File: src/sv/fro_divq.sv
`timescale 1ns / 1ps
// ============================================================================
// fro_divq
// Pipelined restoring divider, one quotient bit per stage, with sideband.
// Quotient is floor((rem0 * 2^QW + tail) / den), rem0 below den.
// ============================================================================
module fro_divq #(
  parameter int DW  = 16,
  parameter int QW  = 16,
  parameter int SDW = 1
) (
  input  logic           clk,
  input  logic           rst,
  input  logic           en,
  input  logic           in_valid,
  input  logic [DW-1:0]  in_rem0,
  input  logic [QW-1:0]  in_tail,
  input  logic [DW-1:0]  in_den,
  input  logic [SDW-1:0] in_side,
  output logic           out_valid,
  output logic [QW-1:0]  out_quo,
  output logic [SDW-1:0] out_side
);

  logic           vld  [QW];
  logic [DW-1:0]  rem  [QW];
  logic [QW-1:0]  quo  [QW];
  logic [QW-1:0]  tail [QW];
  logic [DW-1:0]  den  [QW];
  logic [SDW-1:0] side [QW];

  for (genvar k = 0; k < QW; k++) begin : g_st
    logic           s_v;
    logic [DW-1:0]  s_rem;
    logic [QW-1:0]  s_quo;
    logic [QW-1:0]  s_tail;
    logic [DW-1:0]  s_den;
    logic [SDW-1:0] s_side;
    logic [DW:0]    t;
    logic           ge;

    if (k == 0) begin : g_first
      assign s_v    = in_valid;
      assign s_rem  = in_rem0;
      assign s_quo  = '0;
      assign s_tail = in_tail;
      assign s_den  = in_den;
      assign s_side = in_side;
    end else begin : g_next
      assign s_v    = vld[k-1];
      assign s_rem  = rem[k-1];
      assign s_quo  = quo[k-1];
      assign s_tail = tail[k-1];
      assign s_den  = den[k-1];
      assign s_side = side[k-1];
    end

    assign t  = {s_rem, s_tail[QW-1]};
    assign ge = t >= {1'b0, s_den};

    always_ff @(posedge clk) begin
      if (rst) begin
        vld[k] <= 1'b0;
      end else if (en) begin
        vld[k] <= s_v;
      end
    end

    always_ff @(posedge clk) begin
      if (en) begin
        rem[k]  <= ge ? DW'(t - {1'b0, s_den}) : DW'(t);
        quo[k]  <= QW'({s_quo, ge});
        tail[k] <= s_tail << 1;
        den[k]  <= s_den;
        side[k] <= s_side;
      end
    end
  end

  assign out_valid = vld[QW-1];
  assign out_quo   = quo[QW-1];
  assign out_side  = side[QW-1];

endmodule

File: config.mk
export PLATFORM = sky130hd
export DESIGN_NAME = fro_divq
export DESIGN_NICKNAME = d
export VERILOG_FILES = /design/src/sv/fro_divq.sv
export SDC_FILE = /design/constraint.sdc
export NUM_CORES = 1
export LEC_CHECK = 0
export BUFFER_PORTS_ARGS = -buffer_cell sky130_fd_sc_hd__buf_4
export CAP_MARGIN = 20
export CORE_AREA = 2 2 256 258
export CTS_CLUSTER_SIZE = 25
export DETAILED_ROUTE_END_ITERATION = 8
export DIE_AREA = 0 0 258 260
export PLACE_DENSITY = 0.83
export SLEW_MARGIN = 30
export SYNTH_ARGS = -nofsm -noshare
export SYNTH_HDL_FRONTEND = slang
export SYNTH_SLANG_ARGS = --single-unit
File: constraint.sdc
create_clock -name clk -period 4.26 [get_ports clk]
set_input_delay 0.426 -clock clk [delete_from_list [all_inputs] [get_ports clk]]
set_output_delay 0.426 -clock clk [all_outputs]
set_load 0.02 [all_outputs]
Yosys cells after proc, flatten, opt, wreduce, memory -nomap -nowiden:

Memories as Yosys holds them, arrays and structs flattened.
Index checks and enable logic that the tools add are counted.

* memories: 6
* output and inout port bits: 18
* register bits after elaboration: 0
* bits of input ports: 53
* bits in writable memories: 1040
* logic and storage cells: 92

* muxes and demuxes: 38
* bitwise gates (word level): 16
* add/sub/neg operators: 16
* order comparisons: 16

Memories
* den: depth 16, bits a word 16, rd ports 15, clocked after memory_dff 0, wr ports 16, line 29 `logic [DW-1:0] den [QW];`
* quo: depth 16, bits a word 16, rd ports 16, clocked after memory_dff 0, wr ports 16, line 27 `logic [QW-1:0] quo [QW];`
* rem: depth 16, bits a word 16, rd ports 15, clocked after memory_dff 0, wr ports 16, line 26 `logic [DW-1:0] rem [QW];`
* tail: depth 16, bits a word 15, rd ports 15, clocked after memory_dff 0, wr ports 16, line 28 `logic [QW-1:0] tail [QW];`
* side: depth 16, bits a word 1, rd ports 16, clocked after memory_dff 0, wr ports 16, line 30 `logic [SDW-1:0] side [QW];`
* vld: depth 16, bits a word 1, rd ports 16, clocked after memory_dff 0, wr ports 16, line 25 `logic vld [QW];`

Operators with widths (count)
* $ge A17 B16 Y1: 16
* $mux W16: 16
* $sub A16 B16 Y16: 16
* $mux W1: 22
* $or A1 B1 Y1: 16

Logic depth before layout (Yosys ltp):

* word-level depth: 4
* depth in mapped cells: 12

Worst setup path before layout:

Ideal clock, no wire load.

* path kind: input port to flip-flop
* start point: in in_den[1]
* end point: mem rem[0][10] (data pin)
* buffers on the path: 1
* slack: 1170 ps
* required time: 4000 ps
* setup time: 260 ps
* stages: 11
* data arrival time: 2829 ps
* path through: inv_1 -> ha_1 -> nor2b_4 -> o31a_1 -> o31a_1 -> a211o_1 -> a31oi_4 -> o21ai_2 -> a211oi_4 -> buf_6 -> mux2_4

RTL lines
* start, declared: line 18 `input logic [DW-1:0] in_den,`
* end, declared: line 26

==> flow_summary_export.csv <==
group,metric,value,unit
synthesis,synthTopCellsByArea,"edfxtp_1 60%, ha_1 8.4%, mux2_2 4.1%, inv_1 3.2%, xnor2_1 2.3%",
routing,num_vias,23182,
synthesis,synth-main-ff-cell,"edfxtp_1",
job,max-cap-violations,0,
timing,maxSlewViolCount,0,
clocking,max-clock-path-buffers,3,
clocking,postCtsHoldBufs,32,
place,port_buffers,70,
power_and_ir_drop,p_per_area,710,nW/µm²
synthesis,yosysSeqAreaShare,60.5,%
routing,wl_per_cell,18.6,µm
timing,hold_violations,0,
layout,regArea,23100,µm²
place,dp.cells,3809,
timing,fin_ws,669,ps
synthesis,synth.largest_area_cell,"edfxtp_1",
timing,worst_pin_slew,932,ps
power_and_ir_drop,p_leak,17.2,nW
layout,diodes,0,
global_route,grt_max_degree,135,
timing,maxSlewHeadroom,37.7,%
timing,period_needed,3590,ps
routing,met3_wirelength,3710,µm
timing,max_clock_freq,278,MHz
global_route,antenna_found_initial,0,
layout,syn_to_final_growth,12.7,%
synthesis,synthDistinctLibCells,82,
clocking,cts_tree,"yes",
clocking,root_buffer,"clkbuf_16",
worst_setup_path,crit_type,"reg -> reg",
global_route,grt_pass1_wl,119000,µm
timing,tns,0,ps
worst_hold_path,hp-class,"in -> reg",
clocking,numCtsBuffers,82,
run_status,status,"finished, final reports clean",
clocking,cts.repair.resized,0,
floorplanning,die-area,67100,µm²
power_and_ir_drop,ir_worst_vdd,0.364,mV
synthesis,synth_area_per_cell,13.2,µm²
synthesis,syn_inst,2898,
floorplanning,die_h,260,µm
timing,fin_crit_sh,84.3,%
routing,drc,0,
layout,fillers,4376,
floorplanning,core.rowCount,93,
synthesis,synth_edf_count,768,
timing,holdWs,97.4,ps
clocking,h-tree-depth,3,
power_and_ir_drop,p_clk_share,23.9,%
floorplanning,start_util,59.5,%
global_route,grt_use_total,22.2,%
power_and_ir_drop,intPower,20.4,mW
layout,nets,3394,
floorplanning,core,64100,µm²
power_and_ir_drop,totalPowerFinal,30.5,mW
worst_setup_path,worstPathRequired,4630,ps
place,dp_hpwl,52200,µm
routing,route.met2.wl,37500,µm
power_and_ir_drop,p_seq_share,37.9,%
worst_setup_path,critPathMaxFanout,30,
worst_setup_path,cp-end-kind,"flip-flop",
routing,dr.max_layer_used,"met4",
routing,firstDrtPassIters,8,
synthesis,synth_area,38100,µm²
synthesis,synth-seq-cells,768,
power_and_ir_drop,p_sw_share,33.2,%
synthesis,yosysMostFrequentCell,"edfxtp_1",
synthesis,yosys.area.top_type_share,60.5,%
global_route,grt_overflow,0,
layout,drive_above_1_share,12.8,%
clocking,cts_setup_buffers,0,
worst_setup_path,cp.arrival,3960,ps
timing,skew,22.0,ps
synthesis,netlist_top_cells_count,"768 x edfxtp_1, 330 x inv_1, 256 x ha_1",
routing,wl_met1,30500,µm
routing,routed_wl,74200,µm
synthesis,async_reset_ff_share,0,%
clocking,clk_pin_slew,60,ps
routing,postRouteAntennaNets,0,
synthesis,synth_nets,3222,
power_and_ir_drop,p_switching,10.1,mW
routing,drt_iter0_markers,1801,
power_and_ir_drop,pwr-share-comb,38.2,%
floorplanning,die_w,258,µm
layout,multi_input_area,13700,µm²
clocking,clock_latency,620,ps
layout,stdcell_count,3992,
global_route,grt_pass1_vias,23596,
place,finalWeightedCongestion,0.963,
clocking,numClockSinks,768,
floorplanning,num_io_pins,71,
timing,finalSetupViolations,0,
timing,rsz0062_at_grt,"false",
synthesis,ys.warnings.count,0,
place,dpl_worst_slack,777,ps
routing,vias_per_cell,5.81,
worst_setup_path,setup.worst_path.start_class,"flip-flop",
[per-stage QoR]
step	instance area [µm²]	util, %
4_1_cts	42900	67.0
5_1_grt	43000	67.0
3_3_place_gp	39800	62.1
6_report	43000	67.0
3_5_place_dp	39800	62.1
2_1_floorplan	38100	-
[cell usage in the layout (no fill, tap or decap), types with 62 or more instances in the layout]
master	n
nand2_1	131
o21ai_0	126
a21o_1	65
edfxtp_1	768
ha_1	256
nor2_1	144
clkbuf_16	83
inv_1	330
xor2_1	62
xnor2_1	101
mux2_2	139
buf_4	83
a21oi_1	158
[critical path, cell delays in order (launching register included)]
cell and delay (ps):
edfxtp_1 480, inv_1 70, ha_1 290, nor2b_1 150
o31a_1 250, o21ai_0 420, a211oi_1 220, o311a_1 450
o32ai_2 280, buf_4 340, mux2_2 390
[metal layers]
layer  track usage (%)  vias up
met3              3.23      178
li1                  -    11094
met5                 0        -
met4              8.98        0
met2              39.6      716
met1              27.3    11194
[area by class of cell]
class,count,share of cell area (%)
clock buffers,96,4.95
clock inverters,55,1.51
inverters,330,2.88
multi-input cells,1765,31.9
flip-flops and latches,768,53.7
well taps,855,2.49
repair buffers,123,2.56
[power groups by stage]
stage	Combinational [mW]	Sequential (mW)	Clock, mW
after floorplan	8.82	11.3	0
after global placement	10.8	11.6	0
after detailed placement	11.3	11.7	0
after CTS	11.5	11.5	7.42
after global routing	12.8	11.7	7.73
final	11.7	11.5	7.29
[cell families after synthesis]
logic type,count (synthesis),synth area share [%]
flops,768,60.5
compound gates,579,10.1
simple gates,567,7.36
buf+inv,365,3.70
fa+ha+maj,271,9.19
mux,185,5.42
xor+xnor,163,3.74
[final timing paths]
kind                                 start          to  slack (ps)  depth (start not counted)
worst min-delay path              in_valid   vld[0][0]         100                          2
worst max register to register  den[11][1]  rem[1][67]         670                         10
worst max-delay path            den[11][1]  rem[1][67]         670                         10
worst min register to register  quo[11][4]  quo[12][5]         410                          0
[registers in the layout (all words and copies together), names as in the netlist]
register / count
den: 240
vld: 16
tail: 120
quo: 136
side: 16
rem: 240
No activity file was read; power rests on OpenSTA's default activity.
