File: src/sv/fro_isqrt.sv
`timescale 1ns / 1ps
// ============================================================================
// fro_isqrt
// Pipelined integer square root, one root bit per stage, with sideband.
// ============================================================================
module fro_isqrt #(
  parameter int IW  = 32,
  parameter int SDW = 1
) (
  input  logic              clk,
  input  logic              rst,
  input  logic              en,
  input  logic              in_valid,
  input  logic [IW-1:0]     in_arg,
  input  logic [SDW-1:0]    in_side,
  output logic              out_valid,
  output logic [IW/2-1:0]   out_root,
  output logic [SDW-1:0]    out_side
);

  localparam int RW = IW / 2;
  localparam int MW = RW + 1;

  logic          vld  [RW];
  logic [MW-1:0] rem  [RW];
  logic [RW-1:0] root [RW];
  logic [IW-1:0] arg  [RW];
  logic [SDW-1:0] side [RW];

  for (genvar k = 0; k < RW; k++) begin : g_st
    logic           s_v;
    logic [MW-1:0]  s_rem;
    logic [RW-1:0]  s_root;
    logic [IW-1:0]  s_arg;
    logic [SDW-1:0] s_side;
    logic [MW+1:0]  t;
    logic [MW+1:0]  trial;
    logic           ge;

    if (k == 0) begin : g_first
      assign s_v    = in_valid;
      assign s_rem  = '0;
      assign s_root = '0;
      assign s_arg  = in_arg;
      assign s_side = in_side;
    end else begin : g_next
      assign s_v    = vld[k-1];
      assign s_rem  = rem[k-1];
      assign s_root = root[k-1];
      assign s_arg  = arg[k-1];
      assign s_side = side[k-1];
    end

    assign t     = {s_rem, s_arg[IW-1 -: 2]};
    assign trial = (MW+2)'({s_root, 2'b01});
    assign ge    = t >= trial;

    always_ff @(posedge clk) begin
      if (rst) begin
        vld[k] <= 1'b0;
      end else if (en) begin
        vld[k] <= s_v;
      end
    end

    always_ff @(posedge clk) begin
      if (en) begin
        rem[k]  <= ge ? MW'(t - trial) : MW'(t);
        root[k] <= RW'({s_root, ge});
        arg[k]  <= s_arg << 2;
        side[k] <= s_side;
      end
    end
  end

  assign out_valid = vld[RW-1];
  assign out_root  = root[RW-1];
  assign out_side  = side[RW-1];

endmodule

File: config.mk
export PLATFORM = sky130hd
export DESIGN_NAME = fro_isqrt
export DESIGN_NICKNAME = d
export VERILOG_FILES = /design/src/sv/fro_isqrt.sv
export SDC_FILE = /design/constraint.sdc
export NUM_CORES = 1
export LEC_CHECK = 0
export BUFFER_PORTS_ARGS = -buffer_cell sky130_fd_sc_hd__clkbuf_2
export CAP_MARGIN = 20
export CORE_ASPECT_RATIO = 1.2
export CORE_MARGIN = 5
export CORE_UTILIZATION = 55
export CTS_CLUSTER_DIAMETER = 50
export DETAILED_ROUTE_END_ITERATION = 12
export GPL_ROUTABILITY_DRIVEN = 0
export PLACE_DENSITY_LB_ADDON = 0.1
export SYNTH_ARGS = -nofsm -noshare
export SYNTH_HDL_FRONTEND = slang
export SYNTH_SLANG_ARGS = --single-unit
File: constraint.sdc
create_clock -name clk -period 3.4 [get_ports clk]
set_input_delay 0 -clock clk [delete_from_list [all_inputs] [get_ports clk]]
set_output_delay 0 -clock clk [all_outputs]
set_load 0.01 [all_outputs]
==> Yosys cells after proc, flatten, opt, wreduce, memory -nomap -nowiden <==
Memories as Yosys holds them, arrays and structs flattened.
Cells that the tools add are included.
{ "word_totals": {"ff_bits": 0, "latch_bits": 0, "ramBits": 1040, "mem_bits_ro": 0, "input_bits": 37, "out_inout_bits": 18, "elab_cells": 91, "n_memories": 5} }
{ "mem_list": {"columns": ["memory", "words", "width", "read_ports", "rd_clocked_by_memory_dff", "write_ports", "line_no", "rtl"], "rows": [
  ["arg", 16, 30, 15, 0, 16, "27", "logic [IW-1:0] arg [RW];"],
  ["rem", 16, 17, 15, 0, 16, "25", "logic [MW-1:0] rem [RW];"],
  ["root", 16, 16, 16, 0, 16, "26", "logic [RW-1:0] root [RW];"],
  ["side", 16, 1, 16, 0, 16, "28", "logic [SDW-1:0] side [RW];"],
  ["vld", 16, 1, 16, 0, 16, "24", "logic vld [RW];"]
]} }
{ "classes": {"add_sub_neg": 16, "multipliers": 0, "div": 0, "magnitude_cmp": 16, "n_eq_ne": 0, "shift": 0, "n_mux": 38, "n_bitwise": 16, "reduce_logical": 0} }
{ "ops": {"columns": ["op", "count"], "rows": [
  ["greater-or-equal comparator 19 x 18 -> 1 bit", 15],
  ["two-way mux 17 bit", 16],
  ["subtractor 17 bit", 15],
  ["two-way mux 1 bit", 22],
  ["OR 1 bit", 16],
  ["subtractor 2 x 1 -> 3 bit, second input constant", 1],
  ["greater-or-equal comparator 2 x 1 -> 1 bit, second input constant", 1]
]} }

==> Depth between registers and ports, before layout <==
Gate-level depths: netlist of run 1.
{ "logic_depth": {"ltp_word": 4, "depth_mapped": 12, "mapped_depth_nobuf": 10} }

==> Worst setup path before layout of run 1 <==
Ideal clock, no wire load.
{ "synth_timing": {"kind": "reg2reg", "start": "mem rem[0][107] (netlist name)", "end": "mem rem[0][125] (netlist name), data pin", "setup_time_ns": 0.254, "arrival_time_ns": 2.376, "required_time_ns": 3.146, "setup_slack_ns": 0.770, "stages_incl_launch_ff": 9, "n_path_buf": 2, "period_less_slack_ns": 2.630, "path_cell_list": "edfxtp_1 > ha_1 > a21o_1 > a2111oi_0 > nand4b_1 > or3_1 > buf_2 > buf_2 > o21a_1"} }
{ "synth_lines": {"columns": ["element", "line_no"], "rows": [
  ["start: declaration", "25"]
]} }

==> summary.md, run 1 <==
| Metric | Value |
|---|---|
| Synth cell types | `82` |
| Sequential share of the synthesized area | `65.86%` |
| Vias in the first global route | `17350` |
| Crit start category | `flop` |
| Dpl cell area | `30670 um2` |
| Row cnt | `92` |
| Finished layout cell area | `about 33000 um2` |
| Clock Tree Buf Depth | `3` |
| Cells after synthesis | `2184` |
| ANT cells | `0` |
| Drt first-iter violations | `1192` |
| # IOs | `between 50 and 60` |
| Syn nets | `2373` |
| DPL Wire Length | `approximately 35000 um` |
| Tmin final | `around 3.1 ns` |
| Least-Margin Pin Slew | `1.059 ns` |
| Grt total ovfl | `0` |
| Initial Utilization | `a little under three fifths` |
| Max transition margin | `29.43%` |
| Filler cells | `~3900` |
| Crit. End Element | `flop` |
| Core box area | `52720 um2` |
| Worst-path maximum fanout | `19` |
| Status | `finished clean` |
| Routed Antenna Nets | `0` |
| Vias/cell | `5.536` |
| TritonCTS buffer count | `67` |
| Static Leakage | `approximately 0.013 uW` |
| Pin count of the biggest net entering global routing | `94` |
| Top FF cell, synth | `edfxtp_1` |
| Data arrival, critical path | `3.45 ns` |
| Setup total negative slack | `0 ns` |
| VDD IR-drop max | `0.5296 mV` |
| M3 GR Usage | `between 2 and 3%` |
| Busiest layer in global routing | `met2` |
| NumNets Final | `2523` |
| Synth warn | `0` |
| Multi-input gate area | `9228 um2` |
| Area Growth Syn to Fin | `12.98%` |
| Clock Skew | `roughly 0.030 ns` |
| Die height | `263.3 um` |
| Syn avg cell area | `around 13 um2` |
| Wire length per cell | `16.27 um` |
| Period utilization | `a little over 90%` |
| Clk sinks | `around 650` |
| Share of cells above drive strength 1 | `a little under a tenth` |
| Grt met1 use | `20.36%` |
| Worst Hold Class | `in2reg` |
| Htree depth | `3` |
| Met2 usage | `a little under a third` |
| Via count | `17090` |
| Mapped Area | `between 20000 and 30000 um2` |
| Fmax | `321.3 MHz` |
| Root Driver | `clkbuf_16` |
| GR Util All Layers | `between 15 and 20%` |
| RSZ-0062 raised after global routing | `false` |
| Die area | `58220 um2` |
| Clock transition at path regs | `approximately 0.06 ns` |
| Final Max Tran Viols | `0` |
| Max-cap violations | `0` |
| Total setup buffers inserted after CTS | `0` |
| FFs w/ async S/R, synth | `0%` |
| Overall routed net length | `50220 um` |
| EDFF count, synth | `645` |
| Die width | `221.1 um` |
| Skew-Pair Late Insertion Delay | `0.60 ns` |
| Final hold violation count | `0` |
| First-pass GRT wire length | `83150 um` |
| 1st-pass router iterations | `5` |
| TritonCTS clock tree | `yes` |
| Port Buffers | `54` |
| Register area | `19370 um2` |
| Initial antenna violation count | `1` |
| Ratio of total power to cell area | `a little over 600 nW/um2` |
| DRC Markers | `0` |
| WP data required | `3.74 ns` |
| Critical path type | `reg2reg` |
| Pwr Total | `20490 uW` |
| FF+latch count, synth | `approximately 650` |
| Setup violators final | `0` |
cells by family after synthesis:
kind of cell | after synthesis | share of synthesized area, %
compound gates | 421 | 9.160
xor+xnor | 162 | 4.824
fa+ha+maj | 152 | 6.466
buf+inv | 210 | 2.770
flops | 645 | 65.86
mux | 37 | 1.391
other cells | 1 | 0.01275
simple gates | 556 | 9.521
layout by cell type, fill, tap and decap left out, types with 9 or more instances in the layout:
| cell | n |
|---|---|
| a211oi_1 | 14 |
| a21o_1 | 44 |
| a21oi_1 | 125 |
| a31oi_1 | 10 |
| and2_1 | 23 |
| and3_1 | 10 |
| buf_4 | 13 |
| clkbuf_1 | 9 |
| clkbuf_16 | 68 |
| clkbuf_2 | 53 |
| clkinv_1 | 10 |
| clkinv_2 | 9 |
| dlygate4sd3_1 | 38 |
| edfxtp_1 | 645 |
| ha_1 | 152 |
| inv_1 | 179 |
| mux2_2 | 23 |
| nand2_1 | 102 |
| nand2b_1 | 23 |
| nand3_1 | 45 |
| nand3b_1 | 10 |
| nand4_1 | 17 |
| nor2_1 | 163 |
| nor2b_1 | 23 |
| nor3_1 | 52 |
| nor4_1 | 27 |
| o211ai_1 | 12 |
| o21a_1 | 44 |
| o21ai_0 | 87 |
| o31ai_1 | 12 |
| or2_2 | 9 |
| or3_1 | 19 |
| xnor2_1 | 87 |
| xor2_1 | 75 |
routing by layer:
metal	vias up	wire length (um)
li1	8432	-
met1	8183	20450
met2	357	26360
met3	116	1921
met4	2	1475
met5	-	19
flip-flops by register name, indices dropped and copies added (netlist names):
register  count
side         16
rem         237
root        136
vld          16
arg         240
stage by stage:
step	cells	util, %	hold slack [ns]	setup WS, ns
4_1_cts	3087	63.02	0.07926	0.3199
6_report	3087	63.02	0.1187	0.2874
5_1_grt	3087	63.02	0.1036	0.1453
3_5_place_dp	2932	58.17	0.1786	0.3378
3_3_place_gp	2932	58.17	0.1768	0.3686
2_1_floorplan	2184	-	0.09887	0.7697
cells in the mapped netlist (all sizes together), types with 3 or more instances:
cell type / n / share of area [%]
edfxtp: 645 / 66
inv: 179 / 2.3
nor2: 164 / 2.1
ha: 152 / 6.5
a21oi: 127 / 2.2
nand2: 103 / 1.3
o21ai: 93 / 1.6
xnor2: 87 / 2.6
xor2: 75 / 2.2
nor3: 53 / 0.92
nand3: 45 / 0.77
a21o: 44 / 1.1
o21a: 44 / 1.1
mux2: 31 / 1.2
nor4: 30 / 0.73
nand2b: 24 / 0.54
and2: 23 / 0.49
nor2b: 23 / 0.49
or3: 19 / 0.40
buf: 18 / 0.32
nand4: 17 / 0.36
a211oi: 15 / 0.40
clkbuf: 13 / 0.17
o211ai: 12 / 0.31
o31ai: 12 / 0.31
a31oi: 10 / 0.21
and3: 10 / 0.21
nand3b: 10 / 0.26
or2: 10 / 0.21
a21boi: 8 / 0.20
o21bai: 8 / 0.20
or4: 8 / 0.20
a2111oi: 7 / 0.21
mux2i: 6 / 0.20
nor3b: 6 / 0.15
nand4b: 5 / 0.15
o41ai: 5 / 0.17
o2111ai: 4 / 0.12
o31a: 4 / 0.12
a211o: 3 / 0.089
a31o: 3 / 0.089
critical path, stage by stage (launching register included):
cell and delay (ns):
edfxtp_1 0.39, ha_1 0.37, o21ai_0 0.17, a2bb2oi_1 0.42
o2111ai_1 0.26, a21boi_1 0.33, a31o_2 0.49, mux2_2 0.41
worst paths after layout:
kind	start	endpoint	slack (ns)	cells past startpoint
worst max-delay path	rem[1][68]$_DFFE_PP_	rem[1][89]$_DFFE_PP_	0.29	7
worst min-delay path	in_arg[23]	arg[0][23]$_DFFE_PP_	0.12	2
worst max register to register	rem[1][68]$_DFFE_PP_	rem[1][89]$_DFFE_PP_	0.29	7
worst min register to register	arg[10][22]$_DFFE_PP_	arg[11][24]$_DFFE_PP_	0.39	0
power breakdown:
part	internal (uW)	switching, uW	total, uW
logic	1350	1680	3030
clock network	4240	2960	7200
registers	9810	456	10300
total	15400	5100	20500
repair_timing:
| item | CTS | global route |
|---|---|---|
| hold buffers | 38 | 0 |
| endpoints found under the hold margin | 125 | 0 |
| resized for setup | 0 | 0 |
area by class of cell:
| class | instances | share of cell area, % |
|---|---|---|
| tap | 705 | 2.655 |
| timing repair buffer | 112 | 2.704 |
| inverter | 179 | 2.022 |
| clock buffer | 77 | 5.223 |
| multi-input combinational | 1329 | 27.77 |
| clock inverter | 40 | 1.333 |
| sequential | 645 | 58.29 |
No activity file was read; power rests on OpenSTA's default activity.
==> inputs of run 2 (changes only) <==
- clock period: 3.4 -> 3.49 ns (I/O delays scaled with it)
==> run 2 against run 1 <==
Compared with the run above:
- via count shrank 0.75%
- sequential share of layout area shrank 0.068 points
- global-route usage grew 0.12 points
- sequential cell count is the same
- first-iteration DRC count shrank 16%
- maximum frequency grew 0.93%
- highest routed layer is now met4
- power shrank 1.9%
- count of clock-buffer cells in the layout grew 1
==> summary.md, run 2 (synthesized netlist as in run 1, its figures left out) <==
| Metric | Value |
|---|---|
| Die area | `58220 um2 (unchanged)` |
| Max reg flops | `240 (unchanged)` |
| TritonCTS clock tree | `yes` |
| Data arrival, critical path | `3.42 ns (-0.03 ns)` |
| Setup violators final | `0 (unchanged)` |
| Crit. End Element | `flop` |
| Htree depth | `3 (unchanged)` |
| Comb pwr share | `14.6% (-0.2 points)` |
| Clock transition at path regs | `0.06 ns (about the same)` |
| Overall routed net length | `49880 um (-0.68%)` |
| Sw frac | `24.83% (-0.038 points)` |
| Sequential Power Share | `49.8% (-0.3 points)` |
| Max transition margin | `39.22% (+9.8 points)` |
| Period utilization | `88.36% (-3.2 points)` |
| Most common cell after layout, fill and taps aside | `edfxtp_1` |
| VDD IR-drop max | `0.7017 mV (+32%)` |
| Final core occ | `63.10% (+0.074 points)` |
| Wire length per cell | `16.15 um (-0.74%)` |
| Static Leakage | `0.01283 uW (+0.23%)` |
| Clk sinks | `645 (unchanged)` |
| Final Max Tran Viols | `0 (unchanged)` |
| Hold path depth | `2 (unchanged)` |
| Sw Pwr | `4990 uW (-2.1%)` |
| Clock Tree Buf Depth | `3 (unchanged)` |
| Routed Antenna Nets | `0 (unchanged)` |
| # IOs | `55 (unchanged)` |
| ANT cells | `0 (unchanged)` |
| Ratio of total power to cell area | `604.1 nW/um2 (-2.1%)` |
| Critical path type | `reg2reg` |
| Die width | `221.1 um (unchanged)` |
| Core box area | `52720 um2 (unchanged)` |
| Internal Dissipation | `15110 uW (-1.9%)` |
| Worst-path maximum fanout | `24 (+5)` |
| Most frequent cells in the layout | `edfxtp_1 (645), inv_1 (179), nor2_1 (163)` |
| Share of cells above drive strength 1 | `9.522% (+0.16 points)` |
| Worst Hold Class | `in2reg` |
| TritonCTS buffer count | `68 (+1.5%)` |
| Pin count of the biggest net entering global routing | `129 (+37%)` |
| Least-Margin Pin Slew | `0.8887 ns (-0.1699 ns)` |
| Die height | `263.3 um (unchanged)` |
| 1st-pass router iterations | `5 (unchanged)` |
| Final hold violation count | `0 (unchanged)` |
| Drt first-iter violations | `998 (-16%)` |
| Initial Utilization | `55.79% (unchanged)` |
| Root Driver | `clkbuf_16` |
| Status | `finished clean` |
| DPL Wire Length | `35170 um (-0.20%)` |
| Grt total ovfl | `0 (unchanged)` |
| Initial antenna violation count | `0 (-1)` |
| Area Growth Syn to Fin | `13.11%` |
| Setup total negative slack | `0 ns (unchanged)` |
| Total setup buffers inserted after CTS | `0 (unchanged)` |
| First-pass GRT wire length | `83080 um (about the same)` |
| PostCTS Resize Cnt | `0 (unchanged)` |
| RSZ-0062 raised after global routing | `false` |
| Regs by FF count | `arg: 240 flops, rem: 237 flops, root: 136 flops` |
| Clock Skew | `0.02198 ns (-0.007922 ns)` |
| Skew-Pair Late Insertion Delay | `0.60 ns (about the same)` |
| Vias in the first global route | `16970 (-2.2%)` |
| GR Util All Layers | `17.23% (+0.12 points)` |
| NumNets Final | `2523 (unchanged)` |
| Crit start category | `flop` |
| Fmax | `324.3 MHz (+0.93%)` |
| Port Buffers | `54 (unchanged)` |
| Max-cap violations | `0 (unchanged)` |
| R2r worst-path depth | `7 (unchanged)` |
| Row cnt | `92 (unchanged)` |
| Via count | `16960 (-0.75%)` |
| WP data required | `3.83 ns (+0.09 ns)` |
| DRC Markers | `0 (unchanged)` |
| Tmin final | `3.084 ns (-0.02879 ns)` |
| Vias/cell | `5.491 (-0.81%)` |
| Biggest register | `arg` |
| Clock share of power | `35.6% (+0.5 points)` |
[run 2: metrics by stage]
step	area [um2]	cells	hold WS, ns	setup WS (ns)	total power, uW
final	33270	3089	0.1085	0.4062	20100
after global routing	33270	3089	0.08766	0.2125	21120
after CTS	33250	3088	0.05912	0.3982	20330
after detailed placement	30620	2930	0.1786	0.4206	13050
after global placement	30620	2930	0.1770	0.4738	12940
after floorplan	29410	2184	0.09887	0.8597	12170
[run 2: final cells by class]
type,instances,area (um2)
Fill cell,4038,19450
Clock inverter,42,515.5
Sequential cell,645,19370
Multi-Input combinational cell,1329,9228
Clock buffer,78,1739
Timing Repair Buffer,111,860.8
Inverter,179,671.9
Tap cell,705,882.1
[run 2: metal layers]
| metal | share of wire [%] | vias up | wire length (um) | track usage (%) |
|---|---|---|---|---|
| met5 | 0 | - | 0 | 0 |
| met2 | 53 | 330 | 26250 | 31.03 |
| met1 | 41 | 8105 | 20250 | 20.70 |
| met4 | 2.7 | 0 | 1362 | 6.187 |
| met3 | 4.1 | 98 | 2021 | 3.321 |
| li1 | - | 8429 | - | - |
[run 2: worst max-delay path: stages, from the launching register on]
cell,delay [ns]
edfxtp_1,0.39
ha_1,0.37
o21ai_0,0.16
a2bb2oi_1,0.39
o2111ai_1,0.26
a21boi_1,0.29
a31o_2,0.56
mux2_2,0.40
[run 2: timing repair]
item | 4_1_cts | 5_1_grt
hold buffers | 38 | 0
hold endpoints to repair | 117 | 0
endpoints found under the setup margin | 0 | 0
[run 2: final timing paths]
path	start	endpoint	slack, ns
max	rem[1][68]$_DFFE_PP_	rem[1][89]$_DFFE_PP_	0.41
min reg2reg	arg[4][19]$_DFFE_PP_	arg[5][21]$_DFFE_PP_	0.41
max reg2reg	rem[1][68]$_DFFE_PP_	rem[1][89]$_DFFE_PP_	0.41
min	in_arg[7]	arg[0][7]$_DFFE_PP_	0.11
[run 2: power by group through the flow]
stage	combinational [uW]	clock, uW	sequential, uW
2_1_floorplan	2180	0	10000
3_3_place_gp	2780	0	10200
3_5_place_dp	2860	0	10200
4_1_cts	2920	7390	10000
5_1_grt	3290	7730	10100
6_report	2930	7150	10000
==> inputs of run 3 (changes only) <==
- CORE_ASPECT_RATIO: 1.2 -> 1.5
==> run 3 against run 2 <==
Compared with the run above:
- cell count decreased by 0.74%
- sequential cell count unchanged
- clock power decreased by 7.3%
- largest power group unchanged
==> summary.md, run 3 (synthesized netlist as in run 1, its figures left out) <==
| Metric | Value |
|---|---|
| Worst Hold Class | `in2reg` |
| Clock Skew | `0.01468 ns (-0.007304 ns)` |
| FF-to-FF End | `rem[1][110]$_DFFE_PP_` |
| Area Growth Syn to Fin | `12.46%` |
| Core box area | `52840 um2 (+0.22%)` |
| Max transition margin | `29.39% (-9.8 points)` |
| Pin count of the biggest net entering global routing | `111 (-14%)` |
| DR top layer | `met4` |
| Critical-path cell list | `ha_1, o21ai_0, a22oi_1, a21oi_1, a211oi_2, a21oi_2, mux2_2` |
| Clock Tree Buf Depth | `3 (unchanged)` |
| Critical path type | `reg2reg` |
| NumNets Final | `2525 (+0.079%)` |
| Fmax | `320.3 MHz (-1.2%)` |
| Min-Delay Endpoint | `arg[0][14]$_DFFE_PP_` |
| Regs by FF count | `arg: 240 flops, rem: 237 flops, root: 136 flops` |
| Biggest register | `arg` |
| Ratio of total power to cell area | `594.8 nW/um2 (-1.5%)` |
| Die height | `293.2 um (+11%)` |
| Via count | `17350 (+2.3%)` |
| Final hold slack | `0.08906 ns (-0.01939 ns)` |
| Initial antenna violation count | `0 (unchanged)` |
| Worst path bufs/invs | `0 (unchanged)` |
| Max reg flops | `240 (unchanged)` |
| Htree depth | `2 (-1)` |
| Critical path's slowest cell | `a21oi_2` |
| DPL Wire Length | `39390 um (+12%)` |
| Share of cells above drive strength 1 | `9.228% (-0.29 points)` |
| Initial Utilization | `55.66% (-0.12 points)` |
| Hold_buf cts | `38 (unchanged)` |
| Tmin final | `3.122 ns (+0.03822 ns)` |
| Final Max Tran Viols | `0 (unchanged)` |
| ANT cells | `0 (unchanged)` |
| Number of cells after detailed placement | `2919 (-0.38%)` |
| WL met1 | `18230 um (-10%)` |
| # IOs | `55 (unchanged)` |
| Least-Margin Pin Slew | `1.059 ns (+0.1705 ns)` |
| Crit start category | `flop` |
| Overall routed net length | `55270 um (+11%)` |
| Hold path depth | `2 (unchanged)` |
| Static Leakage | `0.01275 uW (-0.61%)` |
| Setup total negative slack | `0 ns (unchanged)` |
| Most common cell after layout, fill and taps aside | `edfxtp_1` |
| First-pass GRT wire length | `88310 um (+6.3%)` |
| RSZ-0062 raised after global routing | `false` |
| Met2 WL | `32520 um (+24%)` |
| Skew-Pair Late Insertion Delay | `0.62 ns (+0.02 ns)` |
| Clk sinks | `645 (unchanged)` |
| Setup slack, reg-to-reg | `0.37 ns (-0.04 ns)` |
| Vias in the first global route | `18040 (+6.3%)` |
| Max incr delay on CP | `0.83 ns (+0.27 ns)` |
| Row cnt | `103 (+12%)` |
| R2r worst-path depth | `7 (unchanged)` |
| Period utilization | `89.46% (+1.1 points)` |
| Final hold violation count | `0 (unchanged)` |
| Grt total ovfl | `0 (unchanged)` |
| VDD IR-drop max | `0.4640 mV (-34%)` |
| TritonCTS clock tree | `yes` |
| GR Util All Layers | `18.91% (+1.7 points)` |
| Max-cap violations | `0 (unchanged)` |
| Status | `finished clean` |
| Final cell count without fillers | `3066 (-0.74%)` |
| Total setup buffers inserted after CTS | `0 (unchanged)` |
| Vias/cell | `5.660 (+3.1%)` |
| Port Buffers | `54 (unchanged)` |
| Die area | `58290 um2 (+0.13%)` |
| DRC Markers | `0 (unchanged)` |
| Die width | `198.8 um (-10%)` |
| Data arrival, critical path | `3.48 ns (+0.06 ns)` |
| Wire length per cell | `18.03 um (+12%)` |
| PostCTS Resize Cnt | `0 (unchanged)` |
| 1st-pass router iterations | `5 (unchanged)` |
| Worst-path maximum fanout | `17 (-29%)` |
| HP Start | `in_arg[14]` |
| Clock transition at path regs | `0.06 ns (about the same)` |
| Most frequent cells in the layout | `edfxtp_1 (645), inv_1 (179), nor2_1 (163)` |
| WP data required | `3.85 ns (+0.02 ns)` |
| Routed Antenna Nets | `0 (unchanged)` |
| Setup violators final | `0 (unchanged)` |
| Reg2Reg Launch Point | `rem[1][86]$_DFFE_PP_` |
| Delay-heaviest family, CP | `compound AO/OA/AOI/OAI gates` |
| TritonCTS buffer count | `59 (-13%)` |
| Drt first-iter violations | `953 (-4.5%)` |
| Root Driver | `clkbuf_16` |
| Met3 Routed Length | `1643 um (-19%)` |
| Crit. End Element | `flop` |
run 3: changes by cell type in the layout (fill, tap and decap cells not counted), moves of 4 or more:
cell | previous run | this run
clkinv_1 | 7 | 18
buf_4 | 14 | 24
clkbuf_16 | 68 | 59
clkinv_4 | 5 | 0
clkbuf_1 | 10 | 6
run 3: area by class of cell:
cell class	count	area [um2]
Tap cell	682	853.3
Clock buffer	65	1499
Clock inverter	44	494.2
Sequential cell	645	19370
Multi-Input combinational cell	1329	9228
Inverter	179	671.9
Timing Repair Buffer	122	960.9
Fill cell	3900	19760
run 3: per-layer routing:
metal  track usage, %  vias to the layer above
met5                0                        -
met4            9.463                        0
met3            2.684                      163
met2            38.86                      369
met1            17.38                     8415
li1                 -                     8406
run 3: metrics by stage:
step | cell area, um2 | setup slack [ns] | total power [uW] | utilization [%]
5_1_grt | 33080 | 0.1826 | 20570 | 62.60
3_5_place_dp | 30700 | 0.3539 | 13160 | 58.11
4_1_cts | 33080 | 0.3320 | 19830 | 62.60
2_1_floorplan | 29410 | 0.8597 | 12170 | -
3_3_place_gp | 30700 | 0.3556 | 13030 | 58.11
6_report | 33080 | 0.3680 | 19670 | 62.60
run 3: worst max-delay path by stage:
| stage | to | from | slack [ns] | cells past startpoint |
|---|---|---|---|---|
| 2_1_floorplan | rem[0][125]$_DFFE_PP_ | rem[0][107]$_DFFE_PP_ | 0.86 | 8 |
| 3_3_place_gp | rem[1][105]$_DFFE_PP_ | rem[1][86]$_DFFE_PP_ | 0.36 | 7 |
| 3_5_place_dp | rem[1][107]$_DFFE_PP_ | rem[1][86]$_DFFE_PP_ | 0.35 | 7 |
| 4_1_cts | rem[1][107]$_DFFE_PP_ | rem[1][86]$_DFFE_PP_ | 0.33 | 7 |
| 5_1_grt | rem[0][123]$_DFFE_PP_ | rem[0][107]$_DFFE_PP_ | 0.18 | 7 |
| 6_report | rem[1][110]$_DFFE_PP_ | rem[1][86]$_DFFE_PP_ | 0.37 | 7 |
run 3: power breakdown:
group / internal, uW / leakage [uW] / switching (uW) / total (uW)
Combinational: 1330 / 0.00557 / 1710 / 3040
Clock: 3830 / 0.000974 / 2800 / 6630
Sequential: 9550 / 0.00621 / 450 / 10000
